## src/rtl/vgcs_pkg.sv

```systemverilog
// Shared types, constants and cell tables of the voxel grid cell splitter.
package vgcs_pkg;

  localparam int IDX_W     = 24;
  localparam int CELL_W    = 27;
  localparam int SUM_W     = 19;
  localparam int PLANE_W   = 18;
  localparam int MAX_CELLS = 5;

  typedef enum logic [1:0] {
    KIND_HEX   = 2'd0,
    KIND_TET   = 2'd1,
    KIND_WEDGE = 2'd2,
    KIND_NONE  = 2'd3
  } cell_kind_e;

  typedef enum logic [2:0] {
    REG_SIZE_X    = 3'd0,
    REG_SIZE_Y    = 3'd1,
    REG_SIZE_Z    = 3'd2,
    REG_CELL_KIND = 3'd3,
    REG_THRESH_LO = 3'd4,
    REG_THRESH_HI = 3'd5
  } cfg_reg_e;

  typedef enum logic [2:0] {
    FS_IDLE,
    FS_RD0,
    FS_RD1,
    FS_RD2,
    FS_PUSH
  } front_state_e;

  localparam logic [3:0] TYPE_TET   = 4'h0a;
  localparam logic [3:0] TYPE_HEX   = 4'h0c;
  localparam logic [3:0] TYPE_WEDGE = 4'h0d;

  localparam logic [2:0] HEX_CORNER [8] = '{3'd0, 3'd1, 3'd3, 3'd2, 3'd4, 3'd5, 3'd7, 3'd6};
  localparam logic [2:0] TET_CORNER [5][4] = '{
    '{3'd0, 3'd1, 3'd3, 3'd5},
    '{3'd3, 3'd2, 3'd0, 3'd6},
    '{3'd5, 3'd4, 3'd6, 3'd0},
    '{3'd6, 3'd7, 3'd5, 3'd3},
    '{3'd0, 3'd3, 3'd6, 3'd5}
  };
  localparam logic [2:0] WEDGE_CORNER [2][6] = '{
    '{3'd0, 3'd1, 3'd3, 3'd4, 3'd5, 3'd7},
    '{3'd3, 3'd2, 3'd0, 3'd7, 3'd6, 3'd4}
  };

  typedef struct packed {
    logic [8:0]  size_x;
    logic [8:0]  size_y;
    logic [8:0]  size_z;
    cell_kind_e  kind;
    logic [15:0] thresh_lo;
    logic [15:0] thresh_hi;
  } cfg_t;

  typedef struct packed {
    logic [MAX_CELLS-1:0] keep;
    cell_kind_e           kind;
    logic [CELL_W-1:0]    cell_base;
    logic [IDX_W-1:0]     base;
    logic [8:0]           sx;
    logic [PLANE_W-1:0]   plane;
  } cube_job_t;

  function automatic logic [2:0] kind_cells(input cell_kind_e kind);
    logic [2:0] n;
    unique case (kind)
      KIND_HEX:   n = 3'd1;
      KIND_TET:   n = 3'd5;
      KIND_WEDGE: n = 3'd2;
      KIND_NONE:  n = 3'd0;
    endcase
    return n;
  endfunction

  function automatic logic [3:0] kind_verts(input cell_kind_e kind);
    logic [3:0] n;
    unique case (kind)
      KIND_HEX:   n = 4'd8;
      KIND_TET:   n = 4'd4;
      KIND_WEDGE: n = 4'd6;
      KIND_NONE:  n = 4'd0;
    endcase
    return n;
  endfunction

  function automatic logic [3:0] kind_code(input cell_kind_e kind);
    logic [3:0] code;
    unique case (kind)
      KIND_HEX:   code = TYPE_HEX;
      KIND_TET:   code = TYPE_TET;
      KIND_WEDGE: code = TYPE_WEDGE;
      KIND_NONE:  code = TYPE_HEX;
    endcase
    return code;
  endfunction

  // Cube corner of vertex v of cell c; zero where the kind has no such vertex.
  function automatic logic [2:0] corner_of(input cell_kind_e kind, input logic [2:0] c,
                                           input logic [2:0] v);
    logic [2:0] k;
    k = 3'd0;
    unique case (kind)
      KIND_HEX:   k = HEX_CORNER[v];
      KIND_TET:   if (c < 3'd5 && v < 3'd4) k = TET_CORNER[c][v[1:0]];
      KIND_WEDGE: if (c < 3'd2 && v < 3'd6) k = WEDGE_CORNER[c[0]][v];
      KIND_NONE:  k = 3'd0;
    endcase
    return k;
  endfunction

  // Threshold times the vertex count of the kind.
  function automatic logic [SUM_W-1:0] thresh_scale(input cell_kind_e kind,
                                                    input logic [15:0] th);
    logic [SUM_W-1:0] t;
    t = SUM_W'(th);
    unique case (kind)
      KIND_HEX:   t = t << 3;
      KIND_TET:   t = t << 2;
      KIND_WEDGE: t = (t << 2) + (t << 1);
      KIND_NONE:  t = '0;
    endcase
    return t;
  endfunction

endpackage

```

## src/rtl/vgcs_back.sv

```systemverilog
// Back end: walks the kept cells of a cube job and fills the result register.
module vgcs_back import vgcs_pkg::*; (
  input  logic                   clk_i,
  input  logic                   rst_ni,
  input  logic                   job_valid_i,
  input  cube_job_t              job_i,
  output logic                   pop_o,
  output logic                   out_valid_o,
  input  logic                   out_ready_i,
  output logic [CELL_W-1:0]      cell_index_o,
  output logic [7:0][IDX_W-1:0]  verts_o,
  output logic [3:0]             vert_count_o,
  output logic [3:0]             type_code_o,
  output logic                   cube_last_o
);

  logic [MAX_CELLS-1:0] done_q, done_d, rem, pick;
  logic [2:0]           cell_sel;
  logic                 last, emit, valid_q;
  logic [7:0][IDX_W-1:0] verts;

  assign rem = job_i.keep & ~done_q;

  // Take the lowest pending cell.
  always_comb begin
    pick     = '0;
    cell_sel = '0;
    for (int j = MAX_CELLS - 1; j >= 0; j--) begin
      if (rem[j]) begin
        pick     = MAX_CELLS'(1) << j;
        cell_sel = 3'(j);
      end
    end
  end

  assign last  = (rem & ~pick) == '0;
  assign emit  = job_valid_i && (!valid_q || out_ready_i);
  assign pop_o = emit && last;

  always_comb begin
    logic [2:0] k;
    for (int v = 0; v < 8; v++) begin
      k = corner_of(job_i.kind, cell_sel, 3'(v));
      verts[v] = '0;
      if (4'(v) < kind_verts(job_i.kind))
        verts[v] = job_i.base + IDX_W'(k[0]) + (k[1] ? IDX_W'(job_i.sx) : '0)
                 + (k[2] ? IDX_W'(job_i.plane) : '0);
    end
  end

  always_comb begin
    done_d = done_q;
    if (emit) done_d = last ? '0 : (done_q | pick);
  end

  always_ff @(posedge clk_i or negedge rst_ni) begin
    if (!rst_ni) begin
      valid_q <= 1'b0;
      done_q  <= '0;
    end else begin
      done_q <= done_d;
      if (emit) valid_q <= 1'b1;
      else if (out_ready_i) valid_q <= 1'b0;
    end
  end

  always_ff @(posedge clk_i) begin
    if (emit) begin
      cell_index_o <= job_i.cell_base + CELL_W'(cell_sel);
      verts_o      <= verts;
      vert_count_o <= kind_verts(job_i.kind);
      type_code_o  <= kind_code(job_i.kind);
      cube_last_o  <= last;
    end
  end

  assign out_valid_o = valid_q;

  a_pop_has_cell: assert property (@(posedge clk_i) disable iff (!rst_ni)
    (job_valid_i && !pop_o) |-> (rem != '0))
    else $error("queued job has no cell left to emit");

endmodule

```

## config.mk

```make
export PLATFORM = sky130hd
export DESIGN_NAME = vgcs_back
export DESIGN_NICKNAME = d
export VERILOG_FILES = /design/src/rtl/vgcs_pkg.sv /design/src/rtl/vgcs_back.sv
export SDC_FILE = /design/constraint.sdc
export NUM_CORES = 1
export LEC_CHECK = 0
export BUFFER_PORTS_ARGS = -buffer_cell sky130_fd_sc_hd__buf_4
export CORE_ASPECT_RATIO = 1.25
export CORE_MARGIN = 5
export CORE_UTILIZATION = 40
export CTS_CLUSTER_SIZE = 28
export DETAILED_ROUTE_END_ITERATION = 12
export GPL_TIMING_DRIVEN = 1
export HOLD_SLACK_MARGIN = 0.06
export PLACE_DENSITY = 0.66
export REMOVE_ABC_BUFFERS = 1
export SLEW_MARGIN = 20
export SYNTH_ARGS = -nofsm -noshare
export SYNTH_HDL_FRONTEND = slang
export SYNTH_SLANG_ARGS = --single-unit
```

## constraint.sdc

```tcl
create_clock -name clk_i -period 7.84 [get_ports clk_i]
set_input_delay 0.392 -clock clk_i [delete_from_list [all_inputs] [get_ports clk_i]]
set_output_delay 0.392 -clock clk_i [all_outputs]
set_load 0.01 [all_outputs]
```

==> key figures <==
STA
  – Worst-Margin Slew: 1135 ps
  – Final worst clock skew: 27.69 ps
  – Setup violators final: 0
  – Setup tns final: 0 ps
  – Fmax achieved: 0.1794 GHz
  – Hold Fails Final Rpt: 0
  – RSZ-0062 raised after global routing: no
  – Final Slew Violations: 0
  – Minimum clock period: 5574 ps
  – Period utilization: 71.10%
  – Slew margin rel.: 24.31%

Detailed routing
  – Via-to-Cell Ratio: 5.464
  – DR WL/cell: 21.47 um
  – Initial drt markers: 980
  – Via count: 16,140
  – Final wirelength: 63.41 mm
  – Post-route DRC: 0
  – Post-route ant nets: 0
  – Pre-antenna DRT Iters: 5

Placement
  – Routability congestion estimate: 0.9333
  – Post-DP HPWL: 50.22 mm
  – Port buffer count: 316
  – Area of placed instances: 22,640 um^2

Synth
  – Synth top cells by count: 225 x edfxtp_1, 187 x ha_1, 184 x and2_1
  – Post-synthesis cell area: 19,690 um^2
  – Syn Area/Cell: 9.823 um^2
  – Asr flop ratio synth: 2.597%
  – Post-synthesis cell type count: 83
  – Yosys reg bits: 231
  – Post-synth top area share: 34.32%
  – Synth warn: 0
  – Count leader, synth: edfxtp_1
  – Post-synthesis sequential area ratio: 35.09%
  – Predominant post-synthesis flop cell: edfxtp_1
  – Synth top area cells: edfxtp_1 34%, ha_1 12%, fa_1 7.4%
  – EDFF count, synth: 225
  – Largest area contributor in the netlist: edfxtp_1
  – Mapped Cells: 2,004

Clock tree
  – Clk pin slew, worst setup/hold paths: 60 ps
  – Worst-Skew Late Latency: 570 ps
  – Post-CTS setup buffers: 0
  – Max Buffers Root-to-Sink: 3
  – Root buf cell: clkbuf_16
  – H-tree lvl count: 1
  – TritonCTS clock tree: yes
  – CTS Sinks: 231
  – CTS buffer count: 26

Global route
  – Initial antenna violation count: 5
  – Pin count of the biggest net entering global routing: 174
  – Global Route Usage Sum: 22.78%
  – Vias in the first global route: 16,650
  – Total grt overflow: 0
  – First-pass GRT wire length: 96.85 mm

Min path
  – Min-Delay Path Class: in2reg
  – Worst Hold Path Cells: 3

Worst setup path
  – Critical path's most frequent cell: o21ai_0
  – CP Capture Type: flip-flop
  – CP required: 8120 ps
  – WP data arrival: 5860 ps
  – Crit path launch type: flip-flop
  – R2R cell count: 17
  – CP Cell Sequence: nand2b_1 > and3_1 > o21a_1 > nor2_1 > nor3_2 > or2_1 > nand2_1 > fa_1 > inv_1 > ha_1 > a211oi_1 > o21bai_1 > a21oi_1 > o21ai_0 > o21ai_0 > mux2i_1 > o211ai_1
  – CP max stage cell: o21ai_0
  – WS Path Type: reg2reg
  – Slowest stage delay, CP: 670 ps
  – Crit-path max FO: 15

Floorplan
  – Die Height: 258.0 um
  – FP Rows: 91
  – Die Area: 53,780 um^2
  – Std-Cell Core Area: 49,070 um^2
  – Die Wd: 208.4 um
  – Starting Density: 40.11%
  – Top Ports: 319

Outcome
  – Outcome: completed

Finish
  – Share of cells above drive strength 1: 17.94%
  – Layout area overhead: 19.74%
  – Final net count: 2,628
  – Fin area: 23,570 um^2

Flow run
  – Max-Cap Viols: 0

Power and ir drop
  – Power density over the cells: 201.5 nW/um^2
  – Leak: 10.48 nW
  – VDD IR max: 0.1786 mV
## worst max-delay path: cells and delay by family (launching register included)
kind            cells  cell delay [ps]
compound gates      7             2260
fa+ha+maj           2              880
flops               1              360
simple gates        6             1450
mux                 1              260
buf+inv             1               60
## per-layer routing
layer	global-route usage (%)	part of all wire, %
met5	0	0
met4	9.911	4.6
met3	2.284	4.3
met2	40.04	50
met1	28.48	41
## stage by stage
stage / cells / hold slack, ps / utilization [%] / power (mW) / setup WS (ps)
2_1_floorplan: 1924 / 96.41 / - / 2.804 / 1066
3_3_place_gp: 2899 / 205.1 / 46.13 / 3.449 / 2472
3_5_place_dp: 2899 / 206.4 / 46.13 / 3.475 / 2271
4_1_cts: 2948 / 77.47 / 47.98 / 4.784 / 2367
5_1_grt: 2953 / 124.8 / 48.03 / 5.031 / 1867
6_report: 2953 / 112.8 / 48.03 / 4.748 / 2266
## final timing paths
path                       startpoint          end  slack [ps]
max                         done_q[2]  verts_o[95]        2270
min                         job_i[82]    done_q[2]         110
max reg2reg                 done_q[2]  verts_o[95]        2270
min reg2reg                 done_q[0]    done_q[0]         500
max in group asynchronous      rst_ni    done_q[1]        7550
min in group asynchronous      rst_ni  out_valid_o         160
## area by class of cell
type	instances	area [um^2]
fillers	4589	25500
flip-flops and latches	231	6907
multi-input cells	1613	12190
inverters	80	300.3
repair buffers	327	2475
clock inverters	18	197.7
well taps	651	814.5
clock buffers	28	679.4
diodes	5	12.51
## sequential cells by signal (all words and copies together), names as in the netlist
signal and count:
out_valid_o 1, cell_index_o 27, verts_o 192, cube_last_o 1
vert_count_o 3, done_q 5, type_code_o 2
## timing repair
| item | 4_1_cts | 5_1_grt |
|---|---|---|
| endpoints found under the hold margin | 8 | 0 |
| resized for setup | 0 | 0 |
| hold buffers | 3 | 0 |
## kinds of logic after synthesis
family	after synthesis	share of synthesized area, %
buffers and inverters	160	3.203
other	2	0.03815
adders and majority gates	261	19.36
AOI/OAI and AO/OA	426	14.39
muxes	31	1.595
DFF	231	35.09
and+or+nand+nor	758	20.32
xor gates and xnor gates	135	6.006
## layout by cell type (no fill, tap or decap), types with 46 or more instances in the layout
cell type	n
a21o_1	61
a21oi_1	121
and2_1	183
buf_4	323
edfxtp_1	225
fa_1	73
ha_1	186
inv_1	80
nand2_1	127
nand3_1	46
nor2_1	172
nor2b_1	54
o21ai_0	72
xnor2_1	75
xor2_1	60
## power breakdown
| group | internal [mW] | switching (mW) |
|---|---|---|
| Sequential | 1.56 | 0.0578 |
| Clock | 0.756 | 0.528 |
| Combinational | 0.745 | 1.10 |
No activity file was read; power rests on OpenSTA's default activity.
