===== src/rtl/vgcs_pkg.sv =====
// Shared types, constants and cell tables of the voxel grid cell splitter.
package vgcs_pkg;

  localparam int IDX_W     = 24;
  localparam int CELL_W    = 27;
  localparam int SUM_W     = 19;
  localparam int PLANE_W   = 18;
  localparam int MAX_CELLS = 5;

  typedef enum logic [1:0] {
    KIND_HEX   = 2'd0,
    KIND_TET   = 2'd1,
    KIND_WEDGE = 2'd2,
    KIND_NONE  = 2'd3
  } cell_kind_e;

  typedef enum logic [2:0] {
    REG_SIZE_X    = 3'd0,
    REG_SIZE_Y    = 3'd1,
    REG_SIZE_Z    = 3'd2,
    REG_CELL_KIND = 3'd3,
    REG_THRESH_LO = 3'd4,
    REG_THRESH_HI = 3'd5
  } cfg_reg_e;

  typedef enum logic [2:0] {
    FS_IDLE,
    FS_RD0,
    FS_RD1,
    FS_RD2,
    FS_PUSH
  } front_state_e;

  localparam logic [3:0] TYPE_TET   = 4'h0a;
  localparam logic [3:0] TYPE_HEX   = 4'h0c;
  localparam logic [3:0] TYPE_WEDGE = 4'h0d;

  localparam logic [2:0] HEX_CORNER [8] = '{3'd0, 3'd1, 3'd3, 3'd2, 3'd4, 3'd5, 3'd7, 3'd6};
  localparam logic [2:0] TET_CORNER [5][4] = '{
    '{3'd0, 3'd1, 3'd3, 3'd5},
    '{3'd3, 3'd2, 3'd0, 3'd6},
    '{3'd5, 3'd4, 3'd6, 3'd0},
    '{3'd6, 3'd7, 3'd5, 3'd3},
    '{3'd0, 3'd3, 3'd6, 3'd5}
  };
  localparam logic [2:0] WEDGE_CORNER [2][6] = '{
    '{3'd0, 3'd1, 3'd3, 3'd4, 3'd5, 3'd7},
    '{3'd3, 3'd2, 3'd0, 3'd7, 3'd6, 3'd4}
  };

  typedef struct packed {
    logic [8:0]  size_x;
    logic [8:0]  size_y;
    logic [8:0]  size_z;
    cell_kind_e  kind;
    logic [15:0] thresh_lo;
    logic [15:0] thresh_hi;
  } cfg_t;

  typedef struct packed {
    logic [MAX_CELLS-1:0] keep;
    cell_kind_e           kind;
    logic [CELL_W-1:0]    cell_base;
    logic [IDX_W-1:0]     base;
    logic [8:0]           sx;
    logic [PLANE_W-1:0]   plane;
  } cube_job_t;

  function automatic logic [2:0] kind_cells(input cell_kind_e kind);
    logic [2:0] n;
    unique case (kind)
      KIND_HEX:   n = 3'd1;
      KIND_TET:   n = 3'd5;
      KIND_WEDGE: n = 3'd2;
      KIND_NONE:  n = 3'd0;
    endcase
    return n;
  endfunction

  function automatic logic [3:0] kind_verts(input cell_kind_e kind);
    logic [3:0] n;
    unique case (kind)
      KIND_HEX:   n = 4'd8;
      KIND_TET:   n = 4'd4;
      KIND_WEDGE: n = 4'd6;
      KIND_NONE:  n = 4'd0;
    endcase
    return n;
  endfunction

  function automatic logic [3:0] kind_code(input cell_kind_e kind);
    logic [3:0] code;
    unique case (kind)
      KIND_HEX:   code = TYPE_HEX;
      KIND_TET:   code = TYPE_TET;
      KIND_WEDGE: code = TYPE_WEDGE;
      KIND_NONE:  code = TYPE_HEX;
    endcase
    return code;
  endfunction

  // Cube corner of vertex v of cell c; zero where the kind has no such vertex.
  function automatic logic [2:0] corner_of(input cell_kind_e kind, input logic [2:0] c,
                                           input logic [2:0] v);
    logic [2:0] k;
    k = 3'd0;
    unique case (kind)
      KIND_HEX:   k = HEX_CORNER[v];
      KIND_TET:   if (c < 3'd5 && v < 3'd4) k = TET_CORNER[c][v[1:0]];
      KIND_WEDGE: if (c < 3'd2 && v < 3'd6) k = WEDGE_CORNER[c[0]][v];
      KIND_NONE:  k = 3'd0;
    endcase
    return k;
  endfunction

  // Threshold times the vertex count of the kind.
  function automatic logic [SUM_W-1:0] thresh_scale(input cell_kind_e kind,
                                                    input logic [15:0] th);
    logic [SUM_W-1:0] t;
    t = SUM_W'(th);
    unique case (kind)
      KIND_HEX:   t = t << 3;
      KIND_TET:   t = t << 2;
      KIND_WEDGE: t = (t << 2) + (t << 1);
      KIND_NONE:  t = '0;
    endcase
    return t;
  endfunction

endpackage


===== src/rtl/vgcs_fifo.sv =====
// Two-entry queue of cube jobs between the front and back ends.
module vgcs_fifo import vgcs_pkg::*; (
  input  logic      clk_i,
  input  logic      rst_ni,
  input  logic      push_i,
  input  cube_job_t data_i,
  output logic      full_o,
  input  logic      pop_i,
  output logic      valid_o,
  output cube_job_t data_o
);

  cube_job_t  slot_q [2];
  logic       wr_q, rd_q;
  logic [1:0] cnt_q;

  assign full_o  = (cnt_q == 2'd2);
  assign valid_o = (cnt_q != 2'd0);
  assign data_o  = slot_q[rd_q];

  always_ff @(posedge clk_i) begin
    if (push_i) slot_q[wr_q] <= data_i;
  end

  always_ff @(posedge clk_i or negedge rst_ni) begin
    if (!rst_ni) begin
      wr_q  <= 1'b0;
      rd_q  <= 1'b0;
      cnt_q <= '0;
    end else begin
      if (push_i) wr_q <= ~wr_q;
      if (pop_i)  rd_q <= ~rd_q;
      cnt_q <= cnt_q + {1'b0, push_i} - {1'b0, pop_i};
    end
  end

  a_no_overflow: assert property (@(posedge clk_i) disable iff (!rst_ni)
    push_i |-> !full_o)
    else $error("job queue overflow");

  a_no_underflow: assert property (@(posedge clk_i) disable iff (!rst_ni)
    pop_i |-> valid_o)
    else $error("job queue underflow");

endmodule


===== config.mk =====
export PLATFORM = sky130hd
export DESIGN_NAME = vgcs_fifo
export DESIGN_NICKNAME = d
export VERILOG_FILES = /design/src/rtl/vgcs_pkg.sv /design/src/rtl/vgcs_fifo.sv
export SDC_FILE = /design/constraint.sdc
export NUM_CORES = 1
export LEC_CHECK = 0
export BUFFER_PORTS_ARGS = -buffer_cell sky130_fd_sc_hd__buf_2
export CAP_MARGIN = 20
export CORE_ASPECT_RATIO = 1.75
export CORE_UTILIZATION = 52
export CTS_CLUSTER_DIAMETER = 200
export DETAILED_ROUTE_END_ITERATION = 8
export PLACE_DENSITY = 0.77
export REMOVE_ABC_BUFFERS = 1
export SLEW_MARGIN = 20
export SYNTH_ARGS = -nofsm -noshare
export SYNTH_HDL_FRONTEND = slang
export SYNTH_SLANG_ARGS = --single-unit

===== constraint.sdc =====
create_clock -name clk_i -period 6.3 [get_ports clk_i]
set_clock_uncertainty 0.15 [all_clocks]
set_input_delay 1.26 -clock clk_i [delete_from_list [all_inputs] [get_ports clk_i]]
set_output_delay 1.26 -clock clk_i [all_outputs]
set_load 0.005 [all_outputs]

==> metrics, run 1 <==
LEAKAGE=3.20 nW; FILL cells=846; mean routed wirelength per cell=17.9 um; largest area contributor in the netlist=edfxtp_1; clk sinks=174; max cap viols=0; Worst setup SP type=flop; DR vias=3216; Initial DRT Pass Iterations=5; largest net degree at the start of global routing=86; post-detailed-route count of antenna-violating nets=0; Yosys warning total=0; Skew-Pair Late Insertion Delay=0.41 ns; Cell Area, Synth=6540 um2; area grow syn2layout=24.3%; final hold vios=0; WHS=0.404 ns; Site Rows=53; unrepaired setup endpoints after global routing=no; vias in the first global route=3348; crit path capture type=primary output; Synth Instances=280; mux share of post-synthesis cell area=0.169; status=finished, final reports clean; grt total ovfl=0; DP HPWL=7.93 mm; dpl ws=2.77 ns; fin crit share=0.623; global-route wire length before repair=16.7 mm; Die Y=150 um; Critical Path RT=4.89 ns; placed cell area=7530 um2; Register Area=5210 um2; Nets=559; #FFs+latches synth=174; Final GP Congestion=0.781; peak supply drop=0.267 mV; Core Area=12100 um2; post-synthesis adder-cell area fraction=0.00383; CTS resizes=0; main combinational cell family by area after synthesis=multiplexers; # Post-CTS Setup Buffers=0; Root Buffer=clkbuf_16; Synth cell types=15; fin crit period=3.92 ns; Final Max Tran Viols=0; final instance area=8130 um2; Post-Route WL=11.6 mm; # IOs=176; clock tree buffer depth=2; fin util=0.670; sequential area share after synthesis=0.796; Arr. time, crit path=2.51 ns; hold buffers post-CTS=0; syn_area_per_cell=23.3 um2; post-synthesis xor/xnor area fraction=0.00632; multi-input logic area=1210 um2; DR vias/cell=4.96; CTS tree=built; CTS buffer count=17; min-delay worst type=reg2reg; P per Cell Area=437 nW/um2; Port Buffers=175; Synth area leaders=edfxtp_1 (78%), mux2_4 (9.2%), mux2_2 (7.8%), dfrtp_1 (1.5%), buf_12 (1.2%); DRC=0; crit-path max FO=51; slack of the critical path=2.38 ns; share of the synthesized area in the top cell type=0.781; Synth Flop Type=edfxtp_1; Max Clock Freq=255 MHz; initial antenna violation count=3; post-synthesis simple-gate area fraction=0.00383; total die area=13000 um2; Starting Density=0.539; clk slew on worst S/H paths=0.06 ns; actual transition at the worst max-transition pin=0.795 ns; Synth Area in Compound Gates=0; EDFF count, synth=170; GRT Util Overall=0.183; Chip Width=86.8 um; Synth top cells by count=edfxtp_1 (170), mux2_2 (45), mux2_4 (40); Setup-failing EPs final=0; setup tns final=0 ns; critical path class=reg2out; share of cells above drive strength 1=0.620; Initial DRC Count=121; worst rel slew slack=0.470; most common cell in the netlist=edfxtp_1; H-tree depth=4; Async SR Flop Fraction=0.0230
## registers in the layout, indices dropped and copies added (netlist names)
signal  flops
wr_q        1
cnt_q       2
rd_q        1
slot_q    170
## where the power goes
group | total, W | leakage [nW] | switching (W) | internal, W
Sequential | 0.00165 | 1.64 | 0.000113 | 0.00154
Clock | 0.000970 | 0.267 | 0.000421 | 0.000549
Combinational | 0.000927 | 1.29 | 0.000401 | 0.000525
## critical path: stages, from the launching register on
cell	delay, ns
dfrtp_4	0.77
buf_4	0.73
mux2_2	0.41
buf_2	0.13
## per-stage QoR
stage | cells | total power, W
floorplan | 270 | 0.00229
global placement | 613 | 0.00258
detailed placement | 613 | 0.00262
CTS | 645 | 0.00359
global route | 647 | 0.00371
finish | 648 | 0.00355
## path summary, 6_finish.rpt
path	slack [ns]	start	depth (start not counted)	end
min	0.40	wr_q	1	wr_q
min in group asynchronous	0.49	rst_ni	1	cnt_q[0]
min reg2reg	0.40	wr_q	1	wr_q
max reg2reg	4.50	wr_q	2	slot_q[1][82]
max in group asynchronous	5.36	rst_ni	1	rd_q
max	2.38	rd_q	3	data_o[1]
## cell families after synthesis
logic type / after synthesis
AND/OR/NAND/NOR: 4
buffers and inverters: 12
multiplexers: 85
flip-flops: 174
adder cells (fa/ha/maj): 2
XOR/XNOR: 3
## metal layers
layer  GRT usage  routed length, um  up-vias
met5           0                 13        -
met4       0.107                376        2
met3      0.0587                681       27
met2       0.338               6870      126
met1       0.171               3680     1574
li1            -                  -     1487
## layout by cell type (no fill, tap or decap), types with 2 or more instances in the layout
master / n
xor2_1: 2
clkinv_1: 2
edfxtp_1: 170
clkinvlp_4: 3
mux2_2: 45
diode_2: 2
ha_1: 2
buf_4: 3
clkinv_4: 4
clkbuf_16: 17
inv_6: 3
dfrtp_1: 3
inv_1: 2
buf_2: 175
mux2_4: 40
## final cells by class
class	instances	share of cell area
sequential	174	0.641
clock buffer	17	0.0524
antenna	2	0.000616
timing repair buffer	179	0.114
tap	165	0.0254
inverter	2	0.000924
clock inverter	15	0.0169
multi-input combinational	94	0.149
No activity file was read; power rests on OpenSTA's default activity.
==> run 2: changes to the inputs <==
Clock period 6.3 ns to 3.9 ns, I/O delays scaled along.
==> metrics, run 2 (synthesis results as in run 1) <==
status=finished, final reports clean (unchanged); multi-input logic area=1210 um2 (unchanged); clk sinks=174 (unchanged); total die area=13000 um2 (unchanged); CP cell instances=buf_12 -> mux2_2 -> buf_2 (was buf_4 -> mux2_2 -> buf_2); GRT Util Overall=0.182 (was 0.183); Final Max Tran Viols=0 (unchanged); Setup-failing EPs final=0 (unchanged); Arr. time, crit path=2.17 ns (was 2.51 ns); # Post-CTS Setup Buffers=0 (unchanged); fin crit period=3.10 ns; Clk pwr share=0.266 (was 0.273); actual transition at the worst max-transition pin=0.709 ns (was 0.795 ns); fin crit share=0.795; CTS resizes=0 (unchanged); CTS tree=built (unchanged); Root Buffer=clkbuf_16 (unchanged); Starting Density=0.539 (unchanged); Seq pwr share=0.469 (was 0.465); commonest non-fill, non-tap cell in the layout=buf_2 (unchanged); initial antenna violation count=5 (was 3); clock tree buffer depth=2 (unchanged); Core Area=12100 um2 (unchanged); H-tree depth=4 (unchanged); post-detailed-route count of antenna-violating nets=0 (unchanged); CP max stage delay=0.84 ns (was 0.77 ns); crit-path max FO=47 (was 51); Worst setup SP type=flop (unchanged); critical path class=reg2out (unchanged); hold buffers post-CTS=0 (unchanged); worst rel slew slack=0.528 (was 0.470); commonest non-fill, non-tap cells in the layout=buf_2 (175), edfxtp_1 (170), mux2_2 (45), mux2_4 (40), clkbuf_16 (17) (unchanged); DP HPWL=7.63 mm (was 7.93 mm); FILL cells=832 (was 846); Initial DRT Pass Iterations=6 (was 5); Die Y=150 um (unchanged); Internal=0.00417 W (was 0.00261 W); peak supply drop=0.451 mV (was 0.267 mV); mean routed wirelength per cell=17.7 um (was 17.9 um); final hold vios=0 (unchanged); unrepaired setup endpoints after global routing=no (unchanged); Initial DRC Count=98 (was 121); area grow syn2layout=24.1% (was 24.3%); Critical Path RT=2.97 ns (was 4.89 ns); P per Cell Area=702 nW/um2 (was 437 nW/um2); Net Sw Frac=0.269 (was 0.264); DR vias=3236 (was 3216); max cap viols=0 (unchanged); Post-Route WL=11.5 mm (was 11.6 mm); DR vias/cell=4.99 (was 4.96); vias in the first global route=3492 (was 3348); Max Clock Freq=322 MHz; slack of the critical path=0.799 ns (was 2.38 ns); Site Rows=53 (unchanged); number of flip-flops in the largest register=170 (unchanged); Biggest register=slot_q (unchanged); Register Area=5210 um2 (unchanged); Final GP Congestion=0.803 (was 0.781); Nets=559 (unchanged); dpl ws=1.21 ns (was 2.77 ns); min-delay worst type=in2async (was reg2reg); LEAKAGE=3.19 nW (was 3.20 nW); grt total ovfl=0 (unchanged); share of cells above drive strength 1=0.620 (unchanged); Port Buffers=175 (unchanged); Chip Width=86.8 um (unchanged); setup tns final=0 ns (unchanged); Skew-Pair Late Insertion Delay=0.40 ns (was 0.41 ns); largest net degree at the start of global routing=86 (unchanged); # IOs=176 (unchanged); DRC=0 (unchanged); Logic pwr share=0.265 (was 0.261); CTS buffer count=17 (unchanged); switching power total=0.00153 W (was 0.000935 W); clk slew on worst S/H paths=0.06 ns (about the same); global-route wire length before repair=16.9 mm (was 16.7 mm); Crit-path slowest cell=dfrtp_4 (unchanged); largest registers=slot_q (170), cnt_q (2) (unchanged); crit path capture type=primary output (unchanged)
[run 2: cell count changes in the layout (fill, tap and decap cells not counted), sizes merged]
cell | previous run | this run
clkinv | 7 | 8
bufinv | 1 | 0
[run 2: worst max-delay path: cells and delay by family (launching register included)]
family   cells  cell delay [ns]
mux          1             0.38
flops        1             0.84
buf+inv      2             0.51
[run 2: stage by stage]
stage                     cells  cell area (um2)  total power, W  hold WS (ns)   util
final                       648             8110         0.00570        0.0197  0.669
after global routing        647             8110         0.00596       0.00442  0.668
after CTS                   645             8080         0.00576       0.00485  0.666
after detailed placement    613             7540         0.00424         0.388  0.622
after global placement      613             7540         0.00418         0.378  0.622
after floorplan             270             6410         0.00370         0.305      -
[run 2: worst paths after layout]
path | from | end | slack [ns] | cells after the start
max | rd_q | data_o[29] | 0.80 | 3
min | rst_ni | cnt_q[0] | 0.02 | 1
max reg2reg | wr_q | slot_q[1][66] | 2.16 | 2
min reg2reg | wr_q | wr_q | 0.40 | 1
max in group asynchronous | rst_ni | rd_q | 3.44 | 1
min in group clk_i | wr_q | wr_q | 0.40 | 1
[run 2: power groups by stage]
stage	registers [W]	clock network (W)	logic [W]
6_report	0.00267	0.00151	0.00151
4_1_cts	0.00269	0.00155	0.00152
5_1_grt	0.00271	0.00162	0.00163
2_1_floorplan	0.00277	0	0.000930
3_3_place_gp	0.00270	0	0.00148
3_5_place_dp	0.00272	0	0.00152
[run 2: area by class of cell]
type	instances	area share
Multi-Input combinational cell	94	0.149
Tap cell	165	0.0254
Timing Repair Buffer	179	0.116
Inverter	2	0.000925
Sequential cell	174	0.642
Clock inverter	15	0.0139
Antenna cell	2	0.000617
Clock buffer	17	0.0524
[run 2: routing by layer]
metal | routed length (um) | global-route usage
met3 | 654 | 0.0526
met5 | 34 | 0
met4 | 658 | 0.138
met2 | 6400 | 0.322
met1 | 3720 | 0.174
